**config.mk**
```make
export PLATFORM = sky130hd
export DESIGN_NAME = pcfl_ctrl
export DESIGN_NICKNAME = d
export VERILOG_FILES = /design/src/sv/pcfl_pkg.sv /design/src/sv/pcfl_ctrl.sv
export SDC_FILE = /design/constraint.sdc
export NUM_CORES = 1
export LEC_CHECK = 0
export ABC_AREA = 1
export BUFFER_PORTS_ARGS = -buffer_cell sky130_fd_sc_hd__buf_2
export CAP_MARGIN = 10
export CORE_AREA = 2 2 39 41
export CTS_CLUSTER_SIZE = 25
export DETAILED_ROUTE_END_ITERATION = 6
export DIE_AREA = 0 0 41 43
export GPL_ROUTABILITY_DRIVEN = 0
export PLACE_DENSITY = 0.37
export SYNTH_ARGS = -nofsm -noshare
export SYNTH_HDL_FRONTEND = slang
export SYNTH_SLANG_ARGS = --single-unit
```
**constraint.sdc**
```tcl
create_clock -name clk -period 1.69 [get_ports clk]
set_input_delay 0.0845 -clock clk [delete_from_list [all_inputs] [get_ports clk]]
set_output_delay 0.0845 -clock clk [all_outputs]
set_load 0.05 [all_outputs]
```
**src/sv/pcfl_pkg.sv**
```systemverilog
// shared types and codes for the per-cpu page free-list allocator
package pcfl_pkg;

  typedef enum logic {
    CMD_FREE  = 1'b0,
    CMD_ALLOC = 1'b1
  } cmd_t;

  typedef enum logic [1:0] {
    ST_OK       = 2'd0,
    ST_OOM      = 2'd1,
    ST_BAD_ADDR = 2'd2
  } status_t;

  localparam logic REG_REGION_BASE = 1'b0;
  localparam logic REG_REGION_TOP  = 1'b1;

  localparam logic [31:0] REGION_BASE_RST = 32'h8000_0000;
  localparam logic [31:0] REGION_TOP_RST  = 32'h8800_0000;

  // controller to datapath
  typedef struct packed {
    logic capture;     // take the request fields
    logic eval;        // address check or source search
    logic link_read;   // read the link of the chosen head
    logic push;        // commit a free and load the response
    logic pop;         // commit an allocate and load the response
  } dp_cmd_t;

  // datapath to controller
  typedef struct packed {
    logic is_alloc;
  } dp_stat_t;

endpackage

```
**src/sv/pcfl_ctrl.sv**
```systemverilog
// controller: sequences one request through check or search, link access and commit
module pcfl_ctrl (
  input  logic               clk,
  input  logic               rst,
  input  logic               req_valid,
  output logic               req_stall,
  output logic               rsp_valid,
  input  logic               rsp_stall,
  input  pcfl_pkg::dp_stat_t dp_stat,
  output pcfl_pkg::dp_cmd_t  dp_cmd
);
  import pcfl_pkg::*;

  typedef enum logic [2:0] {
    S_IDLE,
    S_EVAL,
    S_PUSH,
    S_READ,
    S_POP
  } state_t;

  state_t state;
  state_t state_next;
  logic   rsp_valid_next;
  logic   rsp_free;

  // response register can take a new result this cycle
  assign rsp_free  = !rsp_valid || !rsp_stall;
  assign req_stall = (state != S_IDLE);

  always_comb begin
    dp_cmd     = '0;
    state_next = state;
    case (state)
      S_IDLE: begin
        dp_cmd.capture = req_valid;
        if (req_valid) state_next = S_EVAL;
      end
      S_EVAL: begin
        dp_cmd.eval = 1'b1;
        state_next  = dp_stat.is_alloc ? S_READ : S_PUSH;
      end
      S_PUSH: begin
        dp_cmd.push = rsp_free;
        if (rsp_free) state_next = S_IDLE;
      end
      S_READ: begin
        dp_cmd.link_read = 1'b1;
        state_next       = S_POP;
      end
      S_POP: begin
        dp_cmd.pop = rsp_free;
        if (rsp_free) state_next = S_IDLE;
      end
      default: state_next = S_IDLE;
    endcase
    rsp_valid_next = (dp_cmd.push || dp_cmd.pop) ? 1'b1 : (rsp_valid && rsp_stall);
  end

  always_ff @(posedge clk) begin
    if (rst) begin
      state     <= S_IDLE;
      rsp_valid <= 1'b0;
    end else begin
      state     <= state_next;
      rsp_valid <= rsp_valid_next;
    end
  end

endmodule
```
# Word level (Yosys, flattened, before mapping)
# Index checks and enable logic that the tools add are counted.
dict set report word_totals {
  reg_bits 4
  output_inout_bits 7
  in_bits 5
  elab_cells 27
}
dict set report classes {
  n_eq_ne 6
  reduce_logical 9
  mux 10
}
# cell count
set ops {}
lappend ops {{$pmux W3 S4} 1}
lappend ops {{$mux W1} 7}
lappend ops {{$eq A3 B2 Y1 const B} 2}
lappend ops {{$mux W3} 2}
lappend ops {{$eq A3 B1 Y1 const B} 1}
lappend ops {{$eq A3 B3 Y1 const B} 1}
lappend ops {{$logic_not A3 Y1} 1}
lappend ops {{$reduce_bool A3 Y1} 1}
lappend ops {{$logic_not A1 Y1} 2}
lappend ops {{$logic_or A1 B1 Y1} 2}
lappend ops {{$ne A2 B1 Y1 const B} 1}
lappend ops {{$ne A2 B2 Y1 const B} 1}
lappend ops {{$reduce_and A2 Y1} 1}
lappend ops {{$reduce_or A2 Y1} 1}
lappend ops {{$logic_and A1 B1 Y1} 1}

# Depth between registers and ports, before layout
# Gate-level depths: netlist of run 1.
dict set report logic_depth {
  word_depth 5
  depth_mapped 8
  ltp_nobuf 8
}

# Worst setup path before layout of run 1
# Ideal clock, no wire load.
dict set report synth_path {
  path_type {reg2out}
  startpoint {register state[0]}
  endpoint {output port dp_cmd[4] in the netlist's numbering}
  n_path_buf 0
  slack_ps 70
  required_time_ps 1605
  stages_incl_launch_ff 4
  arrival_time_ps 1535
  path_cell_list {dfxtp_1 nor3_1 inv_1 nor2_1}
}
# item line
set synth_rtl {}
lappend synth_rtl {{from (decl)} pcfl_ctrl.sv:22} ;# state_t state;
lappend synth_rtl {{from (signal assigned)} pcfl_ctrl.sv:65} ;# state <= state_next;
lappend synth_rtl {{to (decl)} pcfl_ctrl.sv:10} ;# output pcfl_pkg::dp_cmd_t dp_cmd

==> reports/summary.txt, run 1 <==
WL/cell - 8.00 um
Die H - 43 um
critical path class - reg2out
Root Driver - clkbuf_4
Num CTS Buffers - 3
Post-Route WL - 536 um
status - finished clean
1st-pass router iterations - 2
area growth from synthesis to layout - 37.5%
clock buffer depth - 2
Yosys reg bits - 4
crit path capture type - output port
nets - 58
worst-case reg-to-reg path depth - 6
DRT iter0 DRCs - 7
CP required - 1.61 ns
Die X - 41 um
CORE AREA - 1380 um2
leak pwr - 0.000198 uW
Cell Area, Synth - 240 um2
period utilization - 0.788
clock-pin slew on the worst setup and hold paths - 0.04 ns
peak supply drop - 0.217 mV
via density per instance - 3.91
Syn Nets - 43
Cell variety after synth - 13
HP Start - rst
Crit Path Max Fanout - 5
Worst slew margin - 0.835
max cap viols - 0
hold depth - 2
flop-to-flop setup slack - 0.62 ns
sequential share of the synthesized area - 0.333
reg2reg start - state[0]
global-route wire length before repair - 772 um
# hold bufs at CTS - 0
# Post-CTS Setup Buffers - 0
post-route ant nets - 0
Top Ports - 12
DR vias - 262
TritonCTS clock tree - yes
Syn Area/Cell - 6.32 um2
PwrDens - 1360 nW/um2
ANT cells - 0
Worst Setup Start Kind - register
share of layout cells above drive strength 1 - 0.431
detailed placement HPWL - 451 um
HP Class - in2reg
CTS sink count - 4
DRC Markers - 0
fin. max-slew vios - 0
post-CTS sizing - 0
Fin Setup TNS - 0 ns
CP startpoint - state[0]
Starting Density - 0.174
highest clock rate - 750 MHz
initial antenna violation count - 0
Hold Vio Cnt, Final - 0
gr ovfl total - 0
overall global routing resource usage - 0.0753
Tightest Pin Transition - 0.249 ns
clock latency at the later pin of the worst-skew pair - 0.24 ns
CP Data Arrival Time - 1.25 ns
largest net degree at the start of global routing - 7
Die Area - 1760 um2
port bufs - 11
Ys Warns - 0
post-layout util - 0.239
vias in the first global route - 212
most common cell after layout, fill and taps aside - buf_2
final setup fails - 0
RSZ-0062 raised after global routing - false
Syn Inst Count - 38
post-route minimum period - 1.33 ns
H-tree levels - 1
most frequent cells in the layout - 11 x buf_2, 7 x inv_1, 6 x nor2_1, 6 x nand2_1
row cnt - 14
Clock Skew - 0.00224 ns
[power breakdown]
group / internal [uW] / switching [uW] / total, uW
clock: 79.6 / 42.3 / 122
sequential: 109 / 16.8 / 126
combinational: 49.7 / 151 / 200
total: 238 / 210 / 448
[layer usage]
| layer | part of all wire | GRT usage |
|---|---|---|
| met5 | 0 | 0 |
| met4 | 0.063 | 0.120 |
| met3 | 0.11 | 0.0314 |
| met2 | 0.41 | 0.0969 |
| met1 | 0.41 | 0.0643 |
[kinds of logic (layout without fill, tap and decap cells)]
kind of cell    Yosys count  in the layout  synth area share
buf+inv                   9             22             0.156
simple gates             22             22             0.448
flops                     4              4             0.333
compound gates            3              3            0.0625
[stage by stage]
stage | cell area [um2] | cells | setup slack [ns] | hold WS [ns] | power, uW
floorplan | 240 | 38 | 0.0704 | 0.154 | 294
global placement | 308 | 64 | 0.614 | 0.286 | 331
detailed placement | 308 | 64 | 0.614 | 0.287 | 329
CTS | 330 | 67 | 0.356 | 0.0347 | 453
global route | 330 | 67 | 0.236 | 0.0380 | 473
finish | 330 | 67 | 0.358 | 0.0308 | 448
[final cells by class]
class | count | area [um2]
clock buffer | 3 | 22.5
fill | 173 | 1050
inverter | 8 | 30.0
multi-input combinational | 25 | 123
sequential | 4 | 80.1
tap | 16 | 20.0
timing repair buffer | 11 | 55.1
[flip-flops by register name, indices dropped and copies added (netlist names)]
name / flops
state: 3
rsp_valid: 1
[synthesized netlist by cell type]
cell     number  share of area
a21oi_1       1          0.021
buf_4         1          0.031
dfxtp_1       4           0.33
inv_1         7           0.11
inv_2         1          0.016
nand2_1       6          0.094
nand2_2       4           0.10
nand3_1       1          0.021
nand3_2       1          0.042
nor2_1        6          0.094
nor2_2        2          0.052
nor3_1        2          0.042
o21ai_0       2          0.042
[critical path, stage by stage (launching register included)]
cell     delay, ns
dfxtp_1       0.34
nor3_1        0.25
inv_1         0.08
nor2_1        0.08
buf_2         0.26
[path summary, 6_finish.rpt]
kind               endpoint
setup reg to reg   state[2]
hold / removal     state[1]
setup / recovery  dp_cmd[4]
hold reg to reg    state[1]
Power figures use the tool's default switching activity.
==> inputs of run 2 (changes only) <==
Settings changed: ABC_AREA 1 to 0, PLACE_DENSITY 0.37 to 0.39.
Clock period 1.69 ns to 1.33 ns, I/O delays scaled along.
==> run 2 against run 1 <==
The run now ends with negative setup slack left. Combinational power fell by 40%. Hold slack improved by 0.027 ns. Wire length grew 28%. Synthesized cell count down 24%. Synthesized area grew 11%.
==> reports/summary.txt, run 2 <==
Syn Area/Cell - 9.23 um2 (+46%)
Multi-input gate area - 178 um2 (+45%)
Starting Density - 0.193 (+0.0199)
Post-Route WL - 685 um (+28%)
Die Area - 1760 um2 (unchanged)
H-tree levels - 1 (unchanged)
Tightest Pin Transition - 0.246 ns (-0.00317 ns)
post-route minimum period - 1.35 ns
port bufs - 11 (unchanged)
CTS sink count - 4 (unchanged)
period utilization - 1.01
sequential share of the synthesized area - 0.299 (-0.0343)
gr ovfl total - 0 (unchanged)
Synth Area in Simple Gates - 0.355 (-0.0928)
max cap viols - 0 (unchanged)
Power, Total - 413 uW (-7.8%)
Largest regs - state (3), rsp_valid (1)
most frequent cells in the layout - 7 x buf_2, 5 x buf_4, 4 x clkbuf_4
# hold bufs at CTS - 0 (unchanged)
Worst slew margin - 0.837 (+0.00210)
post-route ant nets - 0 (unchanged)
Biggest register - state
overall global routing resource usage - 0.107 (+0.0320)
fin. max-slew vios - 0 (unchanged)
1st-pass router iterations - 1 (-1)
crit path capture type - output port
FILL cells - 151 (-13%)
clock buffer depth - 2 (unchanged)
Die H - 43 um (unchanged)
Num CTS Buffers - 3 (unchanged)
Top Ports - 12 (unchanged)
HP Class - in2reg
largest net degree at the start of global routing - 9 (+2)
global-route wire length before repair - 1270 um (+64%)
Ys Warns - 0 (unchanged)
critical path class - reg2out
Post-synth EDFFs - 0 (unchanged)
Largest register FFs - 3 (unchanged)
Cell variety after synth - 22 (+9)
share of layout cells above drive strength 1 - 0.605 (+0.173)
Syn Inst Count - 29 (-24%)
clock latency at the later pin of the worst-skew pair - 0.24 ns (about the same)
Worst Setup Start Kind - register
Hold Vio Cnt, Final - 0 (unchanged)
DRT iter0 DRCs - 0 (-7)
DRC Markers - 0 (unchanged)
row cnt - 14 (unchanged)
via density per instance - 4.56 (+17%)
Post-synth top cells - 4 x dfxtp_1, 2 x buf_4, 2 x buf_6, 2 x nand2b_1, 2 x nor2_1
ANT cells - 0 (unchanged)
Synth Area in Compound Gates - 0.154 (+0.0917)
RSZ-0062 raised after global routing - true
Syn Nets - 34 (-21%)
failing checks - negative setup slack
Root Driver - clkbuf_4
Finished Layout Cells - 59 (-12%)
Post-Synth XOR/XNOR Area - 0 (unchanged)
WHS - 0.0579 ns (+0.0271 ns)
nets - 50 (-14%)
peak supply drop - 0.335 mV (+55%)
most frequent cell after synthesis - dfxtp_1
register area - 82.6 um2 (+3.1%)
CORE AREA - 1380 um2 (unchanged)
Die X - 41 um (unchanged)
final setup fails - 1 (+1)
top cells by area, synth - dfxtp_1 30%, buf_6 8.4%, buf_4 5.6%
Yosys reg bits - 4 (unchanged)
WL/cell - 11.6 um (+45%)
initial antenna violation count - 0 (unchanged)
CP required - 1.26 ns (-0.35 ns)
detailed placement HPWL - 504 um (+12%)
status - complete, but fails checks
mux contribution to synthesized area - 0.0374 (+0.0374)
final worst slack - -0.0155 ns (-0.373 ns)
leak pwr - 0.000181 uW (-8.6%)
vias in the first global route - 301 (+42%)
most common cell after layout, fill and taps aside - buf_2
share of the synthesized area in the top cell type - 0.299 (-0.0343)
largest family of logic cells by synthesized area - simple AND/OR/NAND/NOR gates
clock-pin slew on the worst setup and hold paths - 0.04 ns (about the same)
highest clock rate - 743 MHz
top_reg_cell synth - dfxtp_1
area growth from synthesis to layout - 52.8%
TritonCTS clock tree - yes
ys async rst share - 0 (unchanged)
Cell Area, Synth - 268 um2 (+11%)
CP Data Arrival Time - 1.28 ns (+0.03 ns)
placed insts - 55 (-14%)
Crit Path Max Fanout - 5 (unchanged)
Clock Skew - 0.00332 ns (+0.00108 ns)
post-synthesis adder-cell area fraction - 0 (unchanged)
area leader, netlist - dfxtp_1
PwrDens - 1010 nW/um2 (-26%)
DR vias - 269 (+2.7%)
run 2: worst paths after layout:
path | from | end | slack, ns | cells past startpoint
worst max register to register | state[1] | state[2] | 0.17 | 3
worst min register to register | state[2] | state[1] | 0.58 | 2
worst min-delay path | rst | state[1] | 0.06 | 2
worst max-delay path | state[1] | dp_cmd[0] | -0.02 | 3
run 2: repair_timing:
action                                  CTS  global route
setup buffers                             1             0
pin swaps                                 1             0
resized for setup                         7             3
endpoints found under the setup margin    2             5
run 2: worst max-delay path: stages, from the launching register on:
cell,delay (ns)
dfxtp_2,0.33
or3b_4,0.41
a21oi_4,0.12
buf_6,0.17
run 2: power by group:
part           switching, uW  internal (uW)
sequential              7.04            127
clock                   56.9            101
combinational           76.0           44.9
total                    140            273
run 2: kinds of logic (layout without fill, tap and decap cells):
kind of cell           count (synthesis)  count (layout)
AO/OA/AOI/OAI                          5               5
flip-flops                             4               4
multiplexers                           1               1
AND/OR/NAND/NOR                       14              14
buffers and inverters                  5              19
run 2: metrics by stage:
| step | TNS (ns) | worst slack [ns] | utilization | instance area, um2 |
|---|---|---|---|---|
| 3_3_place_gp | 0 | 0.125 | 0.254 | 352 |
| 5_1_grt | -0.101 | -0.0615 | 0.296 | 409 |
| 3_5_place_dp | 0 | 0.119 | 0.254 | 352 |
| 2_1_floorplan | 0 | 0.000518 | - | 292 |
| 4_1_cts | -0.0202 | -0.0202 | 0.289 | 400 |
| 6_report | -0.0155 | -0.0155 | 0.296 | 409 |
run 2: routing by layer:
metal,track usage,up-vias,wire length [um]
met5,0,-,0
met4,0.0800,0,8
met3,0.0314,2,25
met2,0.156,7,344
met1,0.125,127,307
li1,-,133,-
run 2: final cells by class:
type	instances	area share
clock buffers	3	0.0550
flip-flops and latches	4	0.202
well taps	16	0.0489
repair buffers	15	0.251
multi-input cells	20	0.434
inverters	1	0.00917
==> inputs of run 3 (changes only) <==
Settings changed: ABC_AREA 0 to 1, PLACE_DENSITY 0.39 to 0.37.
==> run 3 against run 2 <==
The flow now finishes without violations. Die area unchanged. Global-route usage down 3.4 points. Total power up 40%. Clock-buffer cell count stayed put. Hold slack worse by 0.033 ns. Final cell count rose by 14%. Critical path depth stayed put. Critical path type unchanged. Utilization down 4.8 points. Fmax increased by 9.8%. Via count decreased by 5.2%. Clock power is 4% lower.
==> reports/summary.txt, run 3 (synthesis results as in run 1) <==
Largest register FFs - 3 (unchanged)
DR vias - 255 (-5.2%)
vias in the first global route - 209 (-31%)
H-tree levels - 1 (unchanged)
Finished Layout Cells - 67 (+14%)
Crit Path Max Fanout - 6 (+1)
max cap viols - 0 (unchanged)
Biggest register - state
FILL cells - 168 (+11%)
1st-pass router iterations - 4 (+3)
via density per instance - 3.81 (-17%)
final setup fails - 0 (-1)
Worst slew margin - 0.836 (about the same)
# hold bufs at CTS - 0 (unchanged)
Die Area - 1760 um2 (unchanged)
detailed placement HPWL - 441 um (-13%)
most frequent cells in the layout - 10 x buf_2, 7 x inv_1, 6 x nand2_1
TritonCTS clock tree - yes
initial antenna violation count - 0 (unchanged)
Clock Skew - 0.00278 ns (-0.000548 ns)
switching power - 267 uW (+91%)
WL/cell - 7.85 um (-32%)
clock-pin slew on the worst setup and hold paths - 0.04 ns (about the same)
ANT cells - 0 (unchanged)
Fin Setup TNS - 0 ns (+0.0155 ns)
largest net degree at the start of global routing - 7 (-2)
gr ovfl total - 0 (unchanged)
Tightest Pin Transition - 0.245 ns (-0.00104 ns)
status - finished clean
# Post-CTS Setup Buffers - 0 (-1)
Hold Vio Cnt, Final - 0 (unchanged)
Root Driver - clkbuf_4
crit path capture type - output port
DRT iter0 DRCs - 7 (+7)
most common cell after layout, fill and taps aside - buf_2
area growth from synthesis to layout - 42.7%
Power, Total - 577 uW (+40%)
placed insts - 64 (+16%)
clock buffer depth - 2 (unchanged)
share of layout cells above drive strength 1 - 0.490 (-0.114)
post-layout util - 0.248 (-0.0479)
post-route minimum period - 1.23 ns (-0.120 ns)
overall global routing resource usage - 0.0734 (-0.0340)
leak pwr - 0.000199 uW (+10%)
CP required - 1.26 ns (about the same)
Starting Density - 0.174 (-0.0199)
period utilization - 0.922 (-0.0901)
Seq pwr share - 0.281 (-0.043)
row cnt - 14 (unchanged)
Comb pwr share - 0.456 (+0.163)
Largest regs - state (3), rsp_valid (1)
nets - 58 (+16%)
DRC Markers - 0 (unchanged)
post-route ant nets - 0 (unchanged)
CTS sink count - 4 (unchanged)
clock latency at the later pin of the worst-skew pair - 0.23 ns (about the same)
HP Class - in2reg
critical path class - reg2out
Post-Route WL - 526 um (-23%)
Die X - 41 um (unchanged)
Num CTS Buffers - 3 (unchanged)
CORE AREA - 1380 um2 (unchanged)
Top Ports - 12 (unchanged)
switch share - 0.464 (+0.125)
port bufs - 11 (unchanged)
PwrDens - 1680 nW/um2 (+67%)
clock network fraction of total power - 0.263 (-0.120)
CP Data Arrival Time - 1.16 ns (-0.12 ns)
global-route wire length before repair - 765 um (-40%)
peak supply drop - 0.310 mV (-7.4%)
fin. max-slew vios - 0 (unchanged)
highest clock rate - 816 MHz (+9.8%)
Die H - 43 um (unchanged)
Pint - 309 uW (+13%)
Worst Setup Start Kind - register
-- run 3: cell count changes in the layout (fill, tap and decap cells not counted), moves of 2 or more --
cell and delta:
nor2_2 +4, inv_1 +6, buf_2 +3, buf_4 -4
nand2_1 +5, dfxtp_2 -2, nand2_2 +4, o21ai_0 +2
nand2b_1 -2, nor2_1 +3, dfxtp_1 +2, buf_6 -2
-- run 3: path summary, 6_finish.rpt --
path | from | endpoint | slack (ns) | cells after the start
max | state[1] | dp_cmd[1] | 0.10 | 3
min | rst | state[1] | 0.03 | 2
max reg2reg | state[2] | state[2] | 0.27 | 7
min reg2reg | state[0] | state[1] | 0.56 | 2
-- run 3: layout make-up --
cell class	count	area, um2	area share
Multi-Input combinational cell	25	133	0.387
Clock buffer	3	22.5	0.0657
Inverter	8	30.0	0.0876
Tap cell	16	20.0	0.0584
Timing Repair Buffer	11	57.6	0.168
Sequential cell	4	80.1	0.234
-- run 3: repair_timing --
item	CTS	global route
hold endpoints to repair	0	0
gates resized for setup	1	1
setup endpoints to repair	1	1
gates cloned	0	0
-- run 3: worst max-delay path: stages (launching register included) --
cell     delay, ns
dfxtp_1       0.44
nand3_2       0.13
nor2_1        0.09
buf_2         0.26
-- run 3: routing by layer --
layer | up-vias | track usage | part of all wire
li1 | 138 | - | -
met1 | 110 | 0.0677 | 0.42
met2 | 7 | 0.0969 | 0.49
met3 | 0 | 0.0314 | 0.086
met4 | 0 | 0.100 | 0
met5 | - | 0 | 0
-- run 3: through the flow --
step,hold slack [ns],instance area (um2),worst slack [ns]
floorplan,0.136,245,-0.0726
global placement,0.271,313,0.258
detailed placement,0.273,313,0.259
CTS,0.0216,338,0.0552
global route,0.0310,343,-0.00218
finish,0.0251,343,0.104
-- run 3: power groups by stage --
stage               combinational [uW]  clock (uW)  sequential, uW
CTS                                264         159             160
detailed placement                 260           0             162
floorplan                          204           0             174
finish                             263         151             162
global placement                   262           0             162
global route                       289         163             166
